[src/hw/rtl/shell_command_line_tokenizer_core_assert.svh]
// assertion macros used by the tokenizer core rtl
`ifndef SHELL_COMMAND_LINE_TOKENIZER_CORE_ASSERT_SVH
`define SHELL_COMMAND_LINE_TOKENIZER_CORE_ASSERT_SVH

`ifndef SYNTHESIS
// same-cycle implication
`define SCLT_ASSERT_IMP(lbl, clk, rst_n, ante, cons) \
    lbl: assert property (@(posedge clk) disable iff (!rst_n) (ante) |-> (cons)) \
        else $error("tokenizer assertion failed");
// next-cycle implication
`define SCLT_ASSERT_NXT(lbl, clk, rst_n, ante, cons) \
    lbl: assert property (@(posedge clk) disable iff (!rst_n) (ante) |=> (cons)) \
        else $error("tokenizer assertion failed");
`else
`define SCLT_ASSERT_IMP(lbl, clk, rst_n, ante, cons)
`define SCLT_ASSERT_NXT(lbl, clk, rst_n, ante, cons)
`endif

`endif

[src/hw/rtl/sclt_pkg.sv]
`timescale 1ns / 1ps
`default_nettype none

package sclt_pkg;

    localparam int unsigned WORD_COUNT_MAX_DEF = 255;

    // result queue depth, power of two
    localparam int unsigned FIFO_DEPTH = 4;

    localparam logic MODE_BYTE = 1'b0;
    localparam logic MODE_EOL  = 1'b1;

    localparam logic [7:0] CH_DQUOTE = 8'h22;
    localparam logic [7:0] CH_SQUOTE = 8'h27;
    localparam logic [7:0] CH_HASH   = 8'h23;
    localparam logic [7:0] CH_AMP    = 8'h26;
    localparam logic [7:0] CH_SEMI   = 8'h3B;
    localparam logic [7:0] CH_BSLASH = 8'h5C;
    localparam logic [7:0] CH_SPACE  = 8'h20;
    localparam logic [7:0] CH_TAB    = 8'h09;
    localparam logic [7:0] CH_CR     = 8'h0D;

    typedef enum logic [1:0] {
        KIND_BYTE = 2'd0,
        KIND_WEND = 2'd1,
        KIND_CEND = 2'd2,
        KIND_ERR  = 2'd3
    } t_kind;

    typedef enum logic [1:0] {
        QUOTE_NONE   = 2'd0,
        QUOTE_SINGLE = 2'd1,
        QUOTE_DOUBLE = 2'd2
    } t_quote;

    typedef struct packed {
        t_quote     quote_kind;
        logic       escape_pending;
        logic       word_open;
        logic [7:0] words_seen;
        logic       skip_to_eol;
    } t_state;

    typedef struct packed {
        t_kind      kind;
        logic [7:0] char_out;
        logic       background;
        logic [7:0] word_count;
        logic       last;
    } t_result;

    typedef struct packed {
        logic [1:0] num;
        t_result    res0;
        t_result    res1;
    } t_step;

    localparam t_state STATE_RESET = '{
        quote_kind:     QUOTE_NONE,
        escape_pending: 1'b0,
        word_open:      1'b0,
        words_seen:     8'd0,
        skip_to_eol:    1'b0
    };

    localparam t_result RESULT_NONE = '{
        kind:       KIND_BYTE,
        char_out:   8'd0,
        background: 1'b0,
        word_count: 8'd0,
        last:       1'b0
    };

endpackage

`default_nettype wire

[src/hw/rtl/sclt_in_if.sv]
`timescale 1ns / 1ps
`default_nettype none

interface sclt_in_if;
    logic       valid;
    logic       ready;
    logic       mode;
    logic [7:0] byte_value;

    modport source (output valid, output mode, output byte_value, input ready);
    modport sink   (input valid, input mode, input byte_value, output ready);
endinterface

`default_nettype wire

[src/hw/rtl/sclt_out_if.sv]
`timescale 1ns / 1ps
`default_nettype none

interface sclt_out_if;
    logic       valid;
    logic       ready;
    logic [1:0] kind;
    logic [7:0] char_out;
    logic       background;
    logic [7:0] word_count;
    logic       last;

    modport source (
        output valid, output kind, output char_out, output background,
        output word_count, output last, input ready
    );
    modport sink (
        input valid, input kind, input char_out, input background,
        input word_count, input last, output ready
    );
endinterface

`default_nettype wire

[src/hw/rtl/sclt_step.sv]
`timescale 1ns / 1ps
`default_nettype none

module sclt_step
    import sclt_pkg::*;
#(
    parameter int unsigned WORD_COUNT_MAX = WORD_COUNT_MAX_DEF
) (
    input  t_state     i_state,
    input  logic       i_mode,
    input  logic [7:0] i_byte,
    output t_state     o_state,
    output t_step      o_step
);

    localparam logic [7:0] CountMax = 8'(WORD_COUNT_MAX);

    t_state     s;
    t_result    res0;
    t_result    res1;
    logic [1:0] num;
    logic [7:0] qc;
    logic [7:0] cnt_closed;
    logic       blank;
    logic       do_end;
    logic       end_bg;

    always_comb begin
        s      = i_state;
        res0   = RESULT_NONE;
        res1   = RESULT_NONE;
        num    = 2'd0;
        do_end = 1'b0;
        end_bg = 1'b0;
        qc     = (i_state.quote_kind == QUOTE_SINGLE) ? CH_SQUOTE : CH_DQUOTE;
        blank  = (i_byte == CH_SPACE) || ((i_byte >= CH_TAB) && (i_byte <= CH_CR));
        cnt_closed = (i_state.words_seen < CountMax) ? i_state.words_seen + 8'd1
                                                     : i_state.words_seen;

        priority if (i_mode == MODE_EOL) begin
            priority if (i_state.skip_to_eol) begin
                // command already closed at the comment
            end else if (i_state.escape_pending) begin
                res0.kind = KIND_ERR;
                num       = 2'd1;
            end else begin
                do_end = 1'b1;
            end
        end else if (i_state.skip_to_eol) begin
            // comment bytes dropped
        end else if (i_state.escape_pending) begin
            s.escape_pending = 1'b0;
            s.word_open      = 1'b1;
            if ((i_state.quote_kind != QUOTE_NONE) && (i_byte != qc)) begin
                // backslash kept inside quotes
                res0.char_out = CH_BSLASH;
                res1.char_out = i_byte;
                num           = 2'd2;
            end else begin
                res0.char_out = i_byte;
                num           = 2'd1;
            end
        end else if (i_state.quote_kind != QUOTE_NONE) begin
            priority if (i_byte == qc) begin
                s.quote_kind = QUOTE_NONE;
            end else if (i_byte == CH_BSLASH) begin
                s.escape_pending = 1'b1;
            end else begin
                res0.char_out = i_byte;
                num           = 2'd1;
                s.word_open   = 1'b1;
            end
        end else if (blank) begin
            if (i_state.word_open) begin
                res0.kind    = KIND_WEND;
                num          = 2'd1;
                s.words_seen = cnt_closed;
                s.word_open  = 1'b0;
            end
        end else if (i_byte == CH_DQUOTE) begin
            s.quote_kind = QUOTE_DOUBLE;
        end else if (i_byte == CH_SQUOTE) begin
            s.quote_kind = QUOTE_SINGLE;
        end else if (i_byte == CH_HASH) begin
            do_end        = 1'b1;
            s.skip_to_eol = 1'b1;
        end else if (i_byte == CH_AMP) begin
            do_end = 1'b1;
            end_bg = 1'b1;
        end else if (i_byte == CH_SEMI) begin
            do_end = 1'b1;
        end else if (i_byte == CH_BSLASH) begin
            s.escape_pending = 1'b1;
        end else begin
            res0.char_out = i_byte;
            num           = 2'd1;
            s.word_open   = 1'b1;
        end

        // close the open word, then report the command if it has words
        if (do_end) begin
            priority if (i_state.word_open) begin
                res0.kind       = KIND_WEND;
                res1.kind       = KIND_CEND;
                res1.background = end_bg;
                res1.word_count = cnt_closed;
                num             = 2'd2;
            end else if (i_state.words_seen != 8'd0) begin
                res0.kind       = KIND_CEND;
                res0.background = end_bg;
                res0.word_count = i_state.words_seen;
                num             = 2'd1;
            end else begin
                // empty command
            end
            s.words_seen     = 8'd0;
            s.word_open      = 1'b0;
            s.quote_kind     = QUOTE_NONE;
            s.escape_pending = 1'b0;
        end

        if (i_mode == MODE_EOL) begin
            s = STATE_RESET;
        end

        if (num == 2'd2) begin
            res1.last = 1'b1;
        end else if (num == 2'd1) begin
            res0.last = 1'b1;
        end
    end

    assign o_state = s;
    assign o_step  = '{num: num, res0: res0, res1: res1};

endmodule

`default_nettype wire

[src/hw/rtl/shell_command_line_tokenizer_core.sv]
`timescale 1ns / 1ps
`default_nettype none
// shell word splitting tokenizer
//
// i_in carries one item per transfer: mode 0 with a command line byte in
// byte_value, or mode 1 marking end of line. o_out carries results: word
// byte, word end, command end (with background flag and word count) or error;
// last marks the final result caused by one input item.
// each input item gives zero, one or two results. results are written into a
// four entry queue at the input transfer edge and are shown on o_out from the
// queue head, oldest first. one input item is taken every cycle while
// the queue has two free entries; the sustained rate is one byte per cycle,
// bounded by the sink draining one result per cycle when items give two.
// reset (synchronous, active low) empties the queue and returns the parser
// to no open quote, no open word and zero words; i_in.ready is high in the
// first cycle after reset.
// when the sink stalls, results wait in the queue and i_in.ready drops once
// fewer than two entries are free; nothing is lost or repeated.
`include "shell_command_line_tokenizer_core_assert.svh"

module shell_command_line_tokenizer_core
    import sclt_pkg::*;
#(
    parameter int unsigned WORD_COUNT_MAX = WORD_COUNT_MAX_DEF
) (
    input  wire logic   i_clk,
    input  wire logic   i_rst_n,
    sclt_in_if.sink     i_in,
    sclt_out_if.source  o_out
);

    localparam int unsigned PTR_W = $clog2(FIFO_DEPTH);
    localparam int unsigned CNT_W = $clog2(FIFO_DEPTH + 1);

    // parser state
    t_state r_state;
    t_state n_state;
    t_step  step;

    // result queue
    t_result            r_mem [FIFO_DEPTH];
    logic [PTR_W-1:0]   r_wr_ptr;
    logic [PTR_W-1:0]   r_rd_ptr;
    logic [CNT_W-1:0]   r_count;
    logic [PTR_W-1:0]   n_wr_ptr;
    logic [PTR_W-1:0]   n_rd_ptr;
    logic [CNT_W-1:0]   n_count;
    logic [1:0]         push_n;
    logic               in_xfer;
    logic               out_xfer;
    t_result            head;

    sclt_step #(
        .WORD_COUNT_MAX (WORD_COUNT_MAX)
    ) u_step (
        .i_state (r_state),
        .i_mode  (i_in.mode),
        .i_byte  (i_in.byte_value),
        .o_state (n_state),
        .o_step  (step)
    );

    // room for the worst case of two results
    assign i_in.ready = (r_count <= CNT_W'(FIFO_DEPTH - 2));
    assign in_xfer    = i_in.valid && i_in.ready;
    assign out_xfer   = o_out.valid && o_out.ready;
    assign push_n     = in_xfer ? step.num : 2'd0;

    assign n_wr_ptr = r_wr_ptr + PTR_W'(push_n);
    assign n_rd_ptr = r_rd_ptr + PTR_W'(out_xfer);
    assign n_count  = r_count + CNT_W'(push_n) - CNT_W'(out_xfer);

    always_ff @(posedge i_clk) begin
        if (!i_rst_n) begin
            r_state  <= STATE_RESET;
            r_wr_ptr <= '0;
            r_rd_ptr <= '0;
            r_count  <= '0;
        end else begin
            if (in_xfer) begin
                r_state <= n_state;
            end
            r_wr_ptr <= n_wr_ptr;
            r_rd_ptr <= n_rd_ptr;
            r_count  <= n_count;
        end
    end

    // queue payload, no reset needed
    always_ff @(posedge i_clk) begin
        if (in_xfer) begin
            if (step.num != 2'd0) begin
                r_mem[r_wr_ptr] <= step.res0;
            end
            if (step.num == 2'd2) begin
                r_mem[PTR_W'(r_wr_ptr + 1'b1)] <= step.res1;
            end
        end
    end

    assign head             = r_mem[r_rd_ptr];
    assign o_out.valid      = (r_count != '0);
    assign o_out.kind       = head.kind;
    assign o_out.char_out   = head.char_out;
    assign o_out.background = head.background;
    assign o_out.word_count = head.word_count;
    assign o_out.last       = head.last;

    // an error or a command end is always the final result of its item
    `SCLT_ASSERT_IMP(a_err_is_last, i_clk, i_rst_n, o_out.valid && (o_out.kind == KIND_ERR), o_out.last)
    `SCLT_ASSERT_IMP(a_cend_is_last, i_clk, i_rst_n, o_out.valid && (o_out.kind == KIND_CEND), o_out.last)
    // end of line leaves the parser in its reset state
    `SCLT_ASSERT_NXT(a_eol_clears, i_clk, i_rst_n, in_xfer && (i_in.mode == MODE_EOL), r_state == STATE_RESET)
    // a pop with no push drops the fill level by one
    `SCLT_ASSERT_NXT(a_pop_count, i_clk, i_rst_n, !in_xfer && out_xfer, r_count == CNT_W'($past(r_count) - 1'b1))

endmodule

`default_nettype wire

[src/flat_wrapper.sv]
// flat-port wrapper written by rule: the top's interface ports become plain ports
module shell_command_line_tokenizer_core_flat import sclt_pkg::*;
#(
    parameter int unsigned WORD_COUNT_MAX = WORD_COUNT_MAX_DEF
)
  (i_clk, i_rst_n, i_in_valid, i_in_mode, i_in_byte_value, i_in_ready, o_out_valid, o_out_kind, o_out_char_out, o_out_background, o_out_word_count, o_out_last, o_out_ready);
  sclt_in_if i_in_i ();
  sclt_out_if o_out_i ();
  input  wire logic i_clk;
  input  wire logic i_rst_n;
  input wire logic [$bits(i_in_i.valid)-1:0] i_in_valid;
  input wire logic [$bits(i_in_i.mode)-1:0] i_in_mode;
  input wire logic [$bits(i_in_i.byte_value)-1:0] i_in_byte_value;
  output wire logic [$bits(i_in_i.ready)-1:0] i_in_ready;
  output wire logic [$bits(o_out_i.valid)-1:0] o_out_valid;
  output wire logic [$bits(o_out_i.kind)-1:0] o_out_kind;
  output wire logic [$bits(o_out_i.char_out)-1:0] o_out_char_out;
  output wire logic [$bits(o_out_i.background)-1:0] o_out_background;
  output wire logic [$bits(o_out_i.word_count)-1:0] o_out_word_count;
  output wire logic [$bits(o_out_i.last)-1:0] o_out_last;
  input wire logic [$bits(o_out_i.ready)-1:0] o_out_ready;
  assign i_in_i.valid = i_in_valid;
  assign i_in_i.mode = i_in_mode;
  assign i_in_i.byte_value = i_in_byte_value;
  assign i_in_ready = i_in_i.ready;
  assign o_out_valid = o_out_i.valid;
  assign o_out_kind = o_out_i.kind;
  assign o_out_char_out = o_out_i.char_out;
  assign o_out_background = o_out_i.background;
  assign o_out_word_count = o_out_i.word_count;
  assign o_out_last = o_out_i.last;
  assign o_out_i.ready = o_out_ready;
  shell_command_line_tokenizer_core #(.WORD_COUNT_MAX(WORD_COUNT_MAX)) u_core (.i_clk(i_clk), .i_rst_n(i_rst_n), .i_in(i_in_i), .o_out(o_out_i));
endmodule
[config.mk]
export PLATFORM = sky130hd
export DESIGN_NAME = shell_command_line_tokenizer_core_flat
export DESIGN_NICKNAME = d
export VERILOG_FILES = /design/src/hw/rtl/sclt_pkg.sv /design/src/hw/rtl/sclt_in_if.sv /design/src/hw/rtl/sclt_out_if.sv /design/src/hw/rtl/sclt_step.sv /design/src/hw/rtl/shell_command_line_tokenizer_core.sv /design/src/flat_wrapper.sv
export VERILOG_INCLUDE_DIRS = /design/src /design/src/hw/rtl
export SDC_FILE = /design/constraint.sdc
export NUM_CORES = 1
export LEC_CHECK = 0
export ABC_AREA = 1
export BUFFER_PORTS_ARGS = -buffer_cell sky130_fd_sc_hd__buf_2
export CAP_MARGIN = 30
export CORE_MARGIN = 2
export CORE_UTILIZATION = 61
export CTS_CLUSTER_DIAMETER = 40
export DETAILED_ROUTE_END_ITERATION = 16
export HOLD_SLACK_MARGIN = 0.03
export PLACE_DENSITY = 0.9
export SYNTH_ARGS = -nofsm -noshare
export SYNTH_HDL_FRONTEND = slang
export SYNTH_SLANG_ARGS = --single-unit
[constraint.sdc]
create_clock -name i_clk -period 3.4 [get_ports i_clk]
set_input_delay 0.68 -clock i_clk [delete_from_list [all_inputs] [get_ports i_clk]]
set_output_delay 0.68 -clock i_clk [all_outputs]
set_load 0.01 [all_outputs]
==> run summary, run 1 <==
PLACE
--------------------------------------------------------------------------------
Inst Count DP                                                                812
Count of buffers from port buffering                                          34
Place WS                                                                204.2 ps
RePlAce Congestion                                                        0.9501
HPWL Detailed                                                           10340 um

STA
--------------------------------------------------------------------------------
Final setup margin                                                      572.0 ps
Hold_ws                                                                 502.0 ps
Setup-violating endpoint count in the final report                             0
Transition time of the tightest slew-check pin                          664.3 ps
Final hold violations                                                          0
Count of final max-slew check failures                                         0
Unrepaired setup endpoints after global routing                            false
Setup TNS Final                                                             0 ps
Achievable clock frequency                                            0.3536 GHz
Final cycle utilization of the critical path                              83.18%
Worst clock skew                                                        12.44 ps
Slew HR                                                                   55.24%
Final worst path period need                                             2828 ps

WORST SETUP PATH
--------------------------------------------------------------------------------
Crit Path Class                                                     flip-flop to flip-flop
Slack of the worst reg-to-reg path                                        570 ps
Category of the worst setup path capture point                         flip-flop
Required arrival time at the worst endpoint                              3660 ps
Highest fanout seen on the critical path                                       7
Arr. time, crit path                                                     3090 ps
Kind of start point of the critical path                               flip-flop

DIE
--------------------------------------------------------------------------------
I/O pin count                                                                 35
Die boundary height                                                     100.6 um
Die width                                                               100.6 um
Standard cell core area                                                 9153 um2
Starting Density                                                          62.24%
Standard-cell row count                                                       35
Full die area                                                          10130 um2

FINAL LAYOUT
--------------------------------------------------------------------------------
Number of nets in the layout                                                 733
Filler cell count in the final layout                                        660
Layout overhead on the synthesized area                                   9.005%
Share of cells above drive strength 1                                     13.53%
Final standard cell count with taps included and fillers excluded            828
Register area                                                           2763 um2
Area of combinational cells with multiple inputs                        2489 um2
Total inserted antenna cells                                                   0

CLOCKING
--------------------------------------------------------------------------------
H-tree levels                                                                  3
Post-cts hold buffer count                                                     0
Clock latency reported for the late side of the worst-skew pair           370 ps
Post_cts resized                                                               0
Clock tree root buffer cell                                             clkbuf_8
Number of buffers inserted during clock tree synthesis                         9
CTS Buffer Depth                                                               2
CTS clk-pin slew, worst paths                                              90 ps
Count of buffers added by post-CTS timing repair for setup                     0
TritonCTS clock tree                                                        done
Number of clock sinks                                                        100

RUN
--------------------------------------------------------------------------------
Maxcap violations                                                              0

DETAILED ROUTING
--------------------------------------------------------------------------------
Antenna viol nets, final                                                       0
Mean routed wirelength per cell                                         18.89 um
Final routed wirelength across all metal layers                         15650 um
Detail-routed via count per cell                                           6.533
Drt drc                                                                        0
DR vias                                                                     5409
Detailed Routing Iterations Pass 1                                             7
Iteration-0 DRC count of the detailed router                                 909

SYNTHESIS
--------------------------------------------------------------------------------
Synth warn                                                                     0
Prevailing post-synth register cell                                     edfxtp_1
Async SR Flop Fraction                                                        0%
Net count of the mapped netlist                                              704
Number of synthesized register bits                                          100
Sequential element share of the synthesized area                          48.50%
Number of synthesized flops with an enable pin                                76
Unique masters post-synth                                                     42
Post-synthesis instance area                                            5697 um2
Synthesized instance count                                                   683
Avg Inst Size Synth                                                    8.341 um2

PWR
--------------------------------------------------------------------------------
PwrDens                                                             656.5 nW/um2
Peak ir drop on the vdd network                                        0.3016 mV
Standby leakage power                                                   2.564 nW

GLOBAL ROUTING
--------------------------------------------------------------------------------
Total GRT Usage                                                           31.68%
Pin count of the biggest net entering global routing                          41
Wire length of the first global-routing pass                            24940 um
Total congestion overflow                                                      0
Via count of the first global-routing pass                                  5172
Antenna violations before repair                                               0

RUN STATUS
--------------------------------------------------------------------------------
Status                                                              finished, final reports clean

HOLD PATH
--------------------------------------------------------------------------------
Min-Delay Path Class                                                flip-flop to flip-flop

power by group:
group          switching [mW]  leakage, nW  internal [mW]
clock                   0.426        0.121          0.492
sequential             0.0841        0.941           1.50
combinational            1.07         1.50          0.503
total                    1.58         2.56           2.50
flip-flops by register name (all words and copies together), names as in the netlist:
| register | cells |
|---|---|
| u_core.r_state | 13 |
| u_core.r_count | 3 |
| u_core.r_wr_ptr | 2 |
| u_core.r_mem | 80 |
| u_core.r_rd_ptr | 2 |
cells in the final DEF (no fill, tap or decap), drive strengths merged:
cell / netlist / routed
nand2: 112 / 112
nor2: 96 / 96
o21ai: 83 / 83
edfxtp: 76 / 76
o22ai: 74 / 74
inv: 73 / 74
nand3: 48 / 48
buf: 17 / 48
dfxtp: 24 / 24
a21oi: 22 / 22
nand4: 11 / 11
clkbuf: 13 / 10
ha: 7 / 7
nor3: 6 / 6
xor2: 5 / 5
clkinv: 3 / 5
a211oi: 3 / 3
bufinv: 0 / 3
xnor2: 2 / 2
nor4: 1 / 1
or2: 1 / 1
a21boi: 1 / 1
and2: 1 / 1
a31oi: 1 / 1
and3: 1 / 1
a2111oi: 1 / 1
fa: 1 / 1
final cells by class:
| type | count | area share, % |
|---|---|---|
| Clock inverter | 6 | 1.813 |
| Tap cell | 111 | 2.237 |
| Timing Repair Buffer | 48 | 4.634 |
| Sequential cell | 100 | 44.49 |
| Clock buffer | 10 | 2.055 |
| Multi-Input combinational cell | 477 | 40.08 |
| Inverter | 76 | 4.695 |
through the flow:
step / cell area [um2] / util (%) / total power, mW
5_1_grt: 6210 / 67.85 / 4.290
2_1_floorplan: 5697 / - / 2.632
6_report: 6210 / 67.85 / 4.077
3_5_place_dp: 5969 / 65.22 / 3.127
3_3_place_gp: 5969 / 65.22 / 3.068
4_1_cts: 6210 / 67.85 / 4.041
critical path: stages, from the launching register on:
cell	delay (ps)
dfxtp_1	450
inv_1	210
nor2_1	300
nand2_1	150
nand2_1	90
nand2_1	50
nand3_1	110
nand2_2	130
nand2_1	80
inv_1	90
nor2_1	180
ha_1	170
inv_1	50
fa_1	380
xor2_1	170
inv_1	60
nor2_1	30
Yosys cell counts, types with 12 or more instances:
cell	instances	area share, %
dfxtp_1	24	8.4
nor2_1	93	6.1
o21ai_1	17	1.5
buf_2	12	1.1
a21oi_1	21	1.8
clkbuf_1	13	0.86
nand2_1	100	6.6
o21ai_0	66	5.8
inv_1	67	4.4
o22ai_1	74	8.1
nand3_1	40	3.5
edfxtp_1	76	40
per-layer routing:
metal | wire length, um | global-route usage, %
met1 | 5574 | 40.18
met2 | 7404 | 51.49
met3 | 2071 | 7.628
met4 | 594 | 14.44
met5 | 0 | 0
kinds of logic after synthesis:
family          share of synthesized area, %
xor+xnor                               1.076
simple gates                           22.51
flops                                  48.50
buf+inv                                7.819
compound gates                         18.21
fa+ha+maj                              1.889
worst paths after layout:
check,start,to,cells past startpoint
worst max-delay path,u_core.r_state[10],u_core.r_count[2],16
worst min-delay path,u_core.r_state[12],u_core.r_state[12],2
worst max register to register,u_core.r_state[10],u_core.r_count[2],16
worst min register to register,u_core.r_state[12],u_core.r_state[12],2
Note: power is estimated with default switching activity, not from simulation.
==> run 2: changes to the inputs <==
clock period = 2.85 ns   (was 3.4 ns; I/O delays follow)
==> run 2 against run 1 <==
Compared with the run above: global-route usage shrank 1.2 points; total power grew 19%; clock power up 9.9%; hold slack got worse by 5.9 ps; critical path depth shrank 3; critical endpoint is now u_core.r_mem[1][16]; register-to-register slack worse by 350 ps; flip-flop and latch count did not move; setup slack got worse by 350 ps.
==> run summary, run 2 (synthesis results as in run 1) <==
HOLD PATH
--------------------------------------------------------------------------------
Number of cells on the worst hold path                                         2   unchanged
Start point of the worst hold path                                  u_core.r_state[12]
Min-Delay Path Class                                                flip-flop to flip-flop

PWR
--------------------------------------------------------------------------------
PwrDens                                                             758.1 nW/um2   +15%
Peak ir drop on the vdd network                                        0.4113 mV   +36%
Internal power contribution                                             2.973 mW   +19%
Clock network power share                                                  20.9%   -1.6 points
Sequential cell fraction of total power                                    39.0%   about the same
Net switching power of the design                                       1.877 mW   +19%
Combinational Power Share                                                  40.1%   +1.5 points
Overall power of the completed layout                                   4.850 mW   +19%
Switching portion of total power                                          38.70%   -0.043 points
Standby leakage power                                                   2.669 nW   +4.1%

WORST SETUP PATH
--------------------------------------------------------------------------------
Crit path launch                                                    u_core.r_state[1]
Total buffers and inverters traversed by the critical path                     3   -1
CP top delay family                                                 simple AND/OR/NAND/NOR gates
Highest fanout seen on the critical path                                      16   +9
Arr. time, crit path                                                     2730 ps   -360 ps
Worst path depth                                                              13   -3
Crit Path Class                                                     flip-flop to flip-flop
Cell count of the worst reg-to-reg path                                       13   -3
Source of the worst register-to-register timing path                u_core.r_state[1]
Most used cell along the critical path                                   nand2_1
Cell with the biggest individual delay on the critical path               nor3_1
Category of the worst setup path capture point                         flip-flop
Stage delay of the slowest cell on the critical path                      410 ps   -40 ps
CP cell instances                                                   inv_1, ha_1, nand2_1, nor3_1, nand2_1, nand2_1, nand3_1, nand2_2, buf_4, nand3_4, nand3_1, buf_4, o22ai_1
Kind of start point of the critical path                               flip-flop
Required arrival time at the worst endpoint                              2950 ps   -710 ps

FINAL LAYOUT
--------------------------------------------------------------------------------
Filler cell count in the final layout                                        654   -0.91%
Number of flip-flops in the largest register                                  80   unchanged
Final core utilization                                                    69.90%   +2.1 points
Top flop regs                                                       u_core.r_mem: 80 flops, u_core.r_state: 13 flops, u_core.r_count: 3 flops
Final std cell area, no fill                                            6397 um2   +3.0%
Largest register by flop count                                      u_core.r_mem
Share of cells above drive strength 1                                     16.01%   +2.5 points
Total inserted antenna cells                                                   0   unchanged
Most common cell after layout, fill and taps aside                       nand2_1
Number of nets in the layout                                                 754   +2.9%
Layout overhead on the synthesized area                                   12.30%
Final standard cell count with taps included and fillers excluded            848   +2.4%
Most frequent cells in the layout                                   nand2_1, nor2_1, edfxtp_1

DETAILED ROUTING
--------------------------------------------------------------------------------
DR vias                                                                     5416   +0.13%
Iteration-0 DRC count of the detailed router                                 782   -14%
Final routed wirelength across all metal layers                         15270 um   -2.4%
Antenna viol nets, final                                                       0   unchanged
Drt drc                                                                        0   unchanged
Detailed Routing Iterations Pass 1                                             6   -1
Mean routed wirelength per cell                                         18.01 um   -4.7%
Detail-routed via count per cell                                           6.387   -2.2%

STA
--------------------------------------------------------------------------------
Final cycle utilization of the critical path                              92.25%   +9.1 points
Achievable clock frequency                                            0.3803 GHz   +7.6%
Unrepaired setup endpoints after global routing                            false
Count of final max-slew check failures                                         0   unchanged
Setup TNS Final                                                             0 ps   unchanged
Hold_ws                                                                 496.0 ps   -5.922 ps
Transition time of the tightest slew-check pin                          632.0 ps   -32.36 ps
Final hold violations                                                          0   unchanged
Worst clock skew                                                        11.37 ps   -1.074 ps
Setup-violating endpoint count in the final report                             0   unchanged
Final setup margin                                                      220.8 ps   -351.2 ps
Slew HR                                                                   57.82%   +2.6 points
Final worst path period need                                             2629 ps   -198.8 ps

GLOBAL ROUTING
--------------------------------------------------------------------------------
Total congestion overflow                                                      0   unchanged
Via count of the first global-routing pass                                  5049   -2.4%
Pin count of the biggest net entering global routing                          41   unchanged
Total GRT Usage                                                           30.44%   -1.2 points
Antenna violations before repair                                               0   unchanged
Wire length of the first global-routing pass                            24210 um   -2.9%

CLOCKING
--------------------------------------------------------------------------------
Post_cts resized                                                               0   unchanged
Clock tree root buffer cell                                             clkbuf_8
CTS Buffer Depth                                                               2   unchanged
TritonCTS clock tree                                                        done
Number of buffers inserted during clock tree synthesis                         9   unchanged
Number of clock sinks                                                        100   unchanged
CTS clk-pin slew, worst paths                                             100 ps   about the same
Clock latency reported for the late side of the worst-skew pair           370 ps   about the same
Post-cts hold buffer count                                                     0   unchanged
Count of buffers added by post-CTS timing repair for setup                     0   unchanged
H-tree levels                                                                  3   unchanged

PLACE
--------------------------------------------------------------------------------
Place WS                                                               -62.87 ps   -267.1 ps
HPWL Detailed                                                           10680 um   +3.3%
Count of buffers from port buffering                                          34   unchanged
Placed Instance Area                                                    6177 um2   +3.5%
RePlAce Congestion                                                        0.9623   +1.3%
Inst Count DP                                                                833   +2.6%

DIE
--------------------------------------------------------------------------------
Die boundary height                                                     100.6 um   unchanged
I/O pin count                                                                 35   unchanged
Starting Density                                                          62.24%   unchanged
Standard cell core area                                                 9153 um2   unchanged
Full die area                                                          10130 um2   unchanged
Standard-cell row count                                                       35   unchanged
Die width                                                               100.6 um   unchanged

RUN
--------------------------------------------------------------------------------
Maxcap violations                                                              0   unchanged

RUN STATUS
--------------------------------------------------------------------------------
Status                                                              finished, final reports clean

run 2: worst register-to-register path, cell delays in order, from the launching register on:
cell and delay, ps:
dfxtp_1 350, inv_1 150, ha_1 160, nand2_1 50
nor3_1 410, nand2_1 110, nand2_1 80, nand3_1 100
nand2_2 90, buf_4 150, nand3_4 120, nand3_1 190
buf_4 290, o22ai_1 120
run 2: worst paths after layout:
kind / end / slack (ps)
worst min register to register: u_core.r_state[12] / 500
worst max register to register: u_core.r_mem[1][16] / 220
worst min-delay path: u_core.r_state[12] / 500
worst max-delay path: u_core.r_mem[1][16] / 220
run 2: layer usage:
layer / up-vias / GRT usage [%] / part of all wire, %
met5: - / 0 / 0
met3: 73 / 6.241 / 12
met4: 0 / 13.80 / 3.5
met1: 2422 / 39.41 / 38
met2: 429 / 49.38 / 47
li1: 2492 / - / -
run 2: power by group through the flow:
stage | registers [mW] | logic [mW] | clock network (mW)
floorplan | 1.90 | 1.24 | 0
global placement | 1.91 | 1.84 | 0
detailed placement | 1.92 | 1.91 | 0
CTS | 1.89 | 1.92 | 1.01
global route | 1.91 | 2.14 | 1.06
finish | 1.89 | 1.95 | 1.01
run 2: final cells by class:
cell class | count | area [um2] | share of cell area, %
Clock inverter | 6 | 96.34 | 1.506
Inverter | 76 | 291.5 | 4.557
Multi-Input combinational cell | 477 | 2489 | 38.90
Tap cell | 111 | 138.9 | 2.171
Clock buffer | 9 | 123.9 | 1.936
Timing Repair Buffer | 69 | 495.5 | 7.745
Sequential cell | 100 | 2763 | 43.18
==> run 3: changes to the inputs <==
PLACE_DENSITY = 0.8   (was 0.9)
==> run 3 against run 2 <==
Compared with the run above: sequential share of layout area hardly changed; register-to-register slack gained 200 ps; clock skew is 0.89 ps lower; hold slack gained 6.7 ps; wire length rose by 2.0%; cell area is essentially flat; largest cell class unchanged.
==> run summary, run 3 (synthesis results as in run 1) <==
FINAL LAYOUT
--------------------------------------------------------------------------------
Largest register by flop count                                      u_core.r_mem
Number of flip-flops in the largest register                                  80   unchanged
Layout overhead on the synthesized area                                   12.28%   about the same
Final core utilization                                                    69.88%   about the same
Most frequent cells in the layout                                   nand2_1, nor2_1, edfxtp_1
Most common cell after layout, fill and taps aside                       nand2_1
Total inserted antenna cells                                                   0   unchanged
Share of cells above drive strength 1                                     17.11%   +1.1 points
Filler cell count in the final layout                                        728   +11%
Final standard cell count with taps included and fillers excluded            859   +1.3%
Number of nets in the layout                                                 764   +1.3%
Top flop regs                                                       u_core.r_mem: 80 flops, u_core.r_state: 13 flops, u_core.r_count: 3 flops

STA
--------------------------------------------------------------------------------
Final hold violations                                                          0   unchanged
Final cycle utilization of the critical path                              87.66%   -4.6 points
Achievable clock frequency                                            0.4003 GHz   +5.2%
Unrepaired setup endpoints after global routing                            false
Count of final max-slew check failures                                         0   unchanged
Final setup margin                                                      351.7 ps   +131.0 ps
Final worst path period need                                             2498 ps   -131.0 ps
Transition time of the tightest slew-check pin                          713.0 ps   +81.03 ps
Slew HR                                                                   52.41%   -5.4 points
Setup-violating endpoint count in the final report                             0   unchanged
Worst clock skew                                                        10.47 ps   -0.8947 ps

GLOBAL ROUTING
--------------------------------------------------------------------------------
Total GRT Usage                                                           31.56%   +1.1 points
Antenna violations before repair                                               0   unchanged
Total congestion overflow                                                      0   unchanged
Via count of the first global-routing pass                                  5089   +0.79%
Pin count of the biggest net entering global routing                          41   unchanged
Wire length of the first global-routing pass                            24920 um   +3.0%

PWR
--------------------------------------------------------------------------------
Overall power of the completed layout                                   4.677 mW   -3.6%
Peak ir drop on the vdd network                                        0.4376 mV   +6.4%
PwrDens                                                             731.3 nW/um2   -3.5%
Standby leakage power                                                   2.681 nW   +0.45%

WORST SETUP PATH
--------------------------------------------------------------------------------
Highest fanout seen on the critical path                                       7   -9
Crit Path Class                                                     primary input to flip-flop
Source of the worst register-to-register timing path                u_core.r_state[12]
Arr. time, crit path                                                     2760 ps   +30 ps
Crit path launch                                                    i_in_byte_value[6]
Kind of start point of the critical path                            primary input
Category of the worst setup path capture point                         flip-flop
Required arrival time at the worst endpoint                              3110 ps   +160 ps

HOLD PATH
--------------------------------------------------------------------------------
Min-Delay Path Class                                                flip-flop to flip-flop
Start point of the worst hold path                                  u_core.r_state[12]

DETAILED ROUTING
--------------------------------------------------------------------------------
Detail-routed via count per cell                                           6.191   -3.1%
Antenna viol nets, final                                                       0   unchanged
Iteration-0 DRC count of the detailed router                                 636   -19%
DR vias                                                                     5318   -1.8%
Final routed wirelength across all metal layers                         15580 um   +2.0%
Detailed Routing Iterations Pass 1                                             5   -1
Mean routed wirelength per cell                                         18.14 um   +0.70%
Drt drc                                                                        0   unchanged

PLACE
--------------------------------------------------------------------------------
HPWL Detailed                                                           11160 um   +4.4%
Place WS                                                               -27.50 ps   +35.37 ps
RePlAce Congestion                                                        0.9853   +2.4%
Inst Count DP                                                                843   +1.2%
Count of buffers from port buffering                                          34   unchanged

CLOCKING
--------------------------------------------------------------------------------
Count of buffers added by post-CTS timing repair for setup                     0   unchanged
Post-cts hold buffer count                                                     0   unchanged
TritonCTS clock tree                                                        done
Number of clock sinks                                                        100   unchanged
CTS Buffer Depth                                                               2   unchanged
Clock latency reported for the late side of the worst-skew pair           370 ps   about the same
Clock tree root buffer cell                                             clkbuf_8
Post_cts resized                                                               0   unchanged
H-tree levels                                                                  3   unchanged
CTS clk-pin slew, worst paths                                             110 ps   about the same
Number of buffers inserted during clock tree synthesis                         9   unchanged

DIE
--------------------------------------------------------------------------------
Full die area                                                          10130 um2   unchanged
Die width                                                               100.6 um   unchanged
Die boundary height                                                     100.6 um   unchanged
Standard-cell row count                                                       35   unchanged
Starting Density                                                          62.24%   unchanged
I/O pin count                                                                 35   unchanged
Standard cell core area                                                 9153 um2   unchanged

RUN STATUS
--------------------------------------------------------------------------------
Status                                                              finished, final reports clean

RUN
--------------------------------------------------------------------------------
Maxcap violations                                                              0   unchanged

run 3: layout make-up:
class,count,area [um2],share of cell area [%]
clock inverter,7,57.56,0.8998
timing repair buffer,79,533.0,8.333
sequential,100,2763,43.19
clock buffer,9,123.9,1.937
tap,111,138.9,2.171
multi-input combinational,477,2489,38.91
inverter,76,291.5,4.558
run 3: report_power, final:
group,switching [mW],internal [mW],leakage (nW),total (mW)
registers,0.0971,1.79,0.941,1.89
clock network,0.541,0.331,0.0898,0.872
logic,1.25,0.662,1.65,1.92
run 3: routing by layer:
metal,track usage (%),up-vias,share of wire (%)
met5,0,-,0
met4,9.905,0,1.9
met3,3.745,36,10
met2,51.69,301,48
met1,44.12,2459,40
li1,-,2522,-
run 3: final timing paths:
path / depth (start not counted) / end / slack, ps
worst max-delay path: 20 / u_core.r_count[2] / 350
worst min-delay path: 2 / u_core.r_state[12] / 500
worst max register to register: 20 / u_core.r_count[2] / 420
worst min register to register: 2 / u_core.r_state[12] / 500
run 3: worst max-delay path, stage by stage:
cell     delay [ps]
buf_2           120
inv_1            70
nand2_1         110
nor2_4          150
nand2_2          90
nand3_4         120
nand4_4         100
nand2_4         110
nand2_2          70
nand2_1          70
nand2_2          50
nand2_1          50
inv_1            50
nor2_1          140
ha_1            170
inv_1            50
fa_1            370
xor2_1          170
inv_1            60
nor2_1           40
run 3: metrics by stage:
step,instance area (um2),TNS (ps),hold slack [ps]
finish,6396,0,502.8
global route,6396,0,525.7
CTS,6396,0,508.7
detailed placement,6215,-27.50,492.5
global placement,6215,-5.927,471.5
floorplan,5697,0,454.6
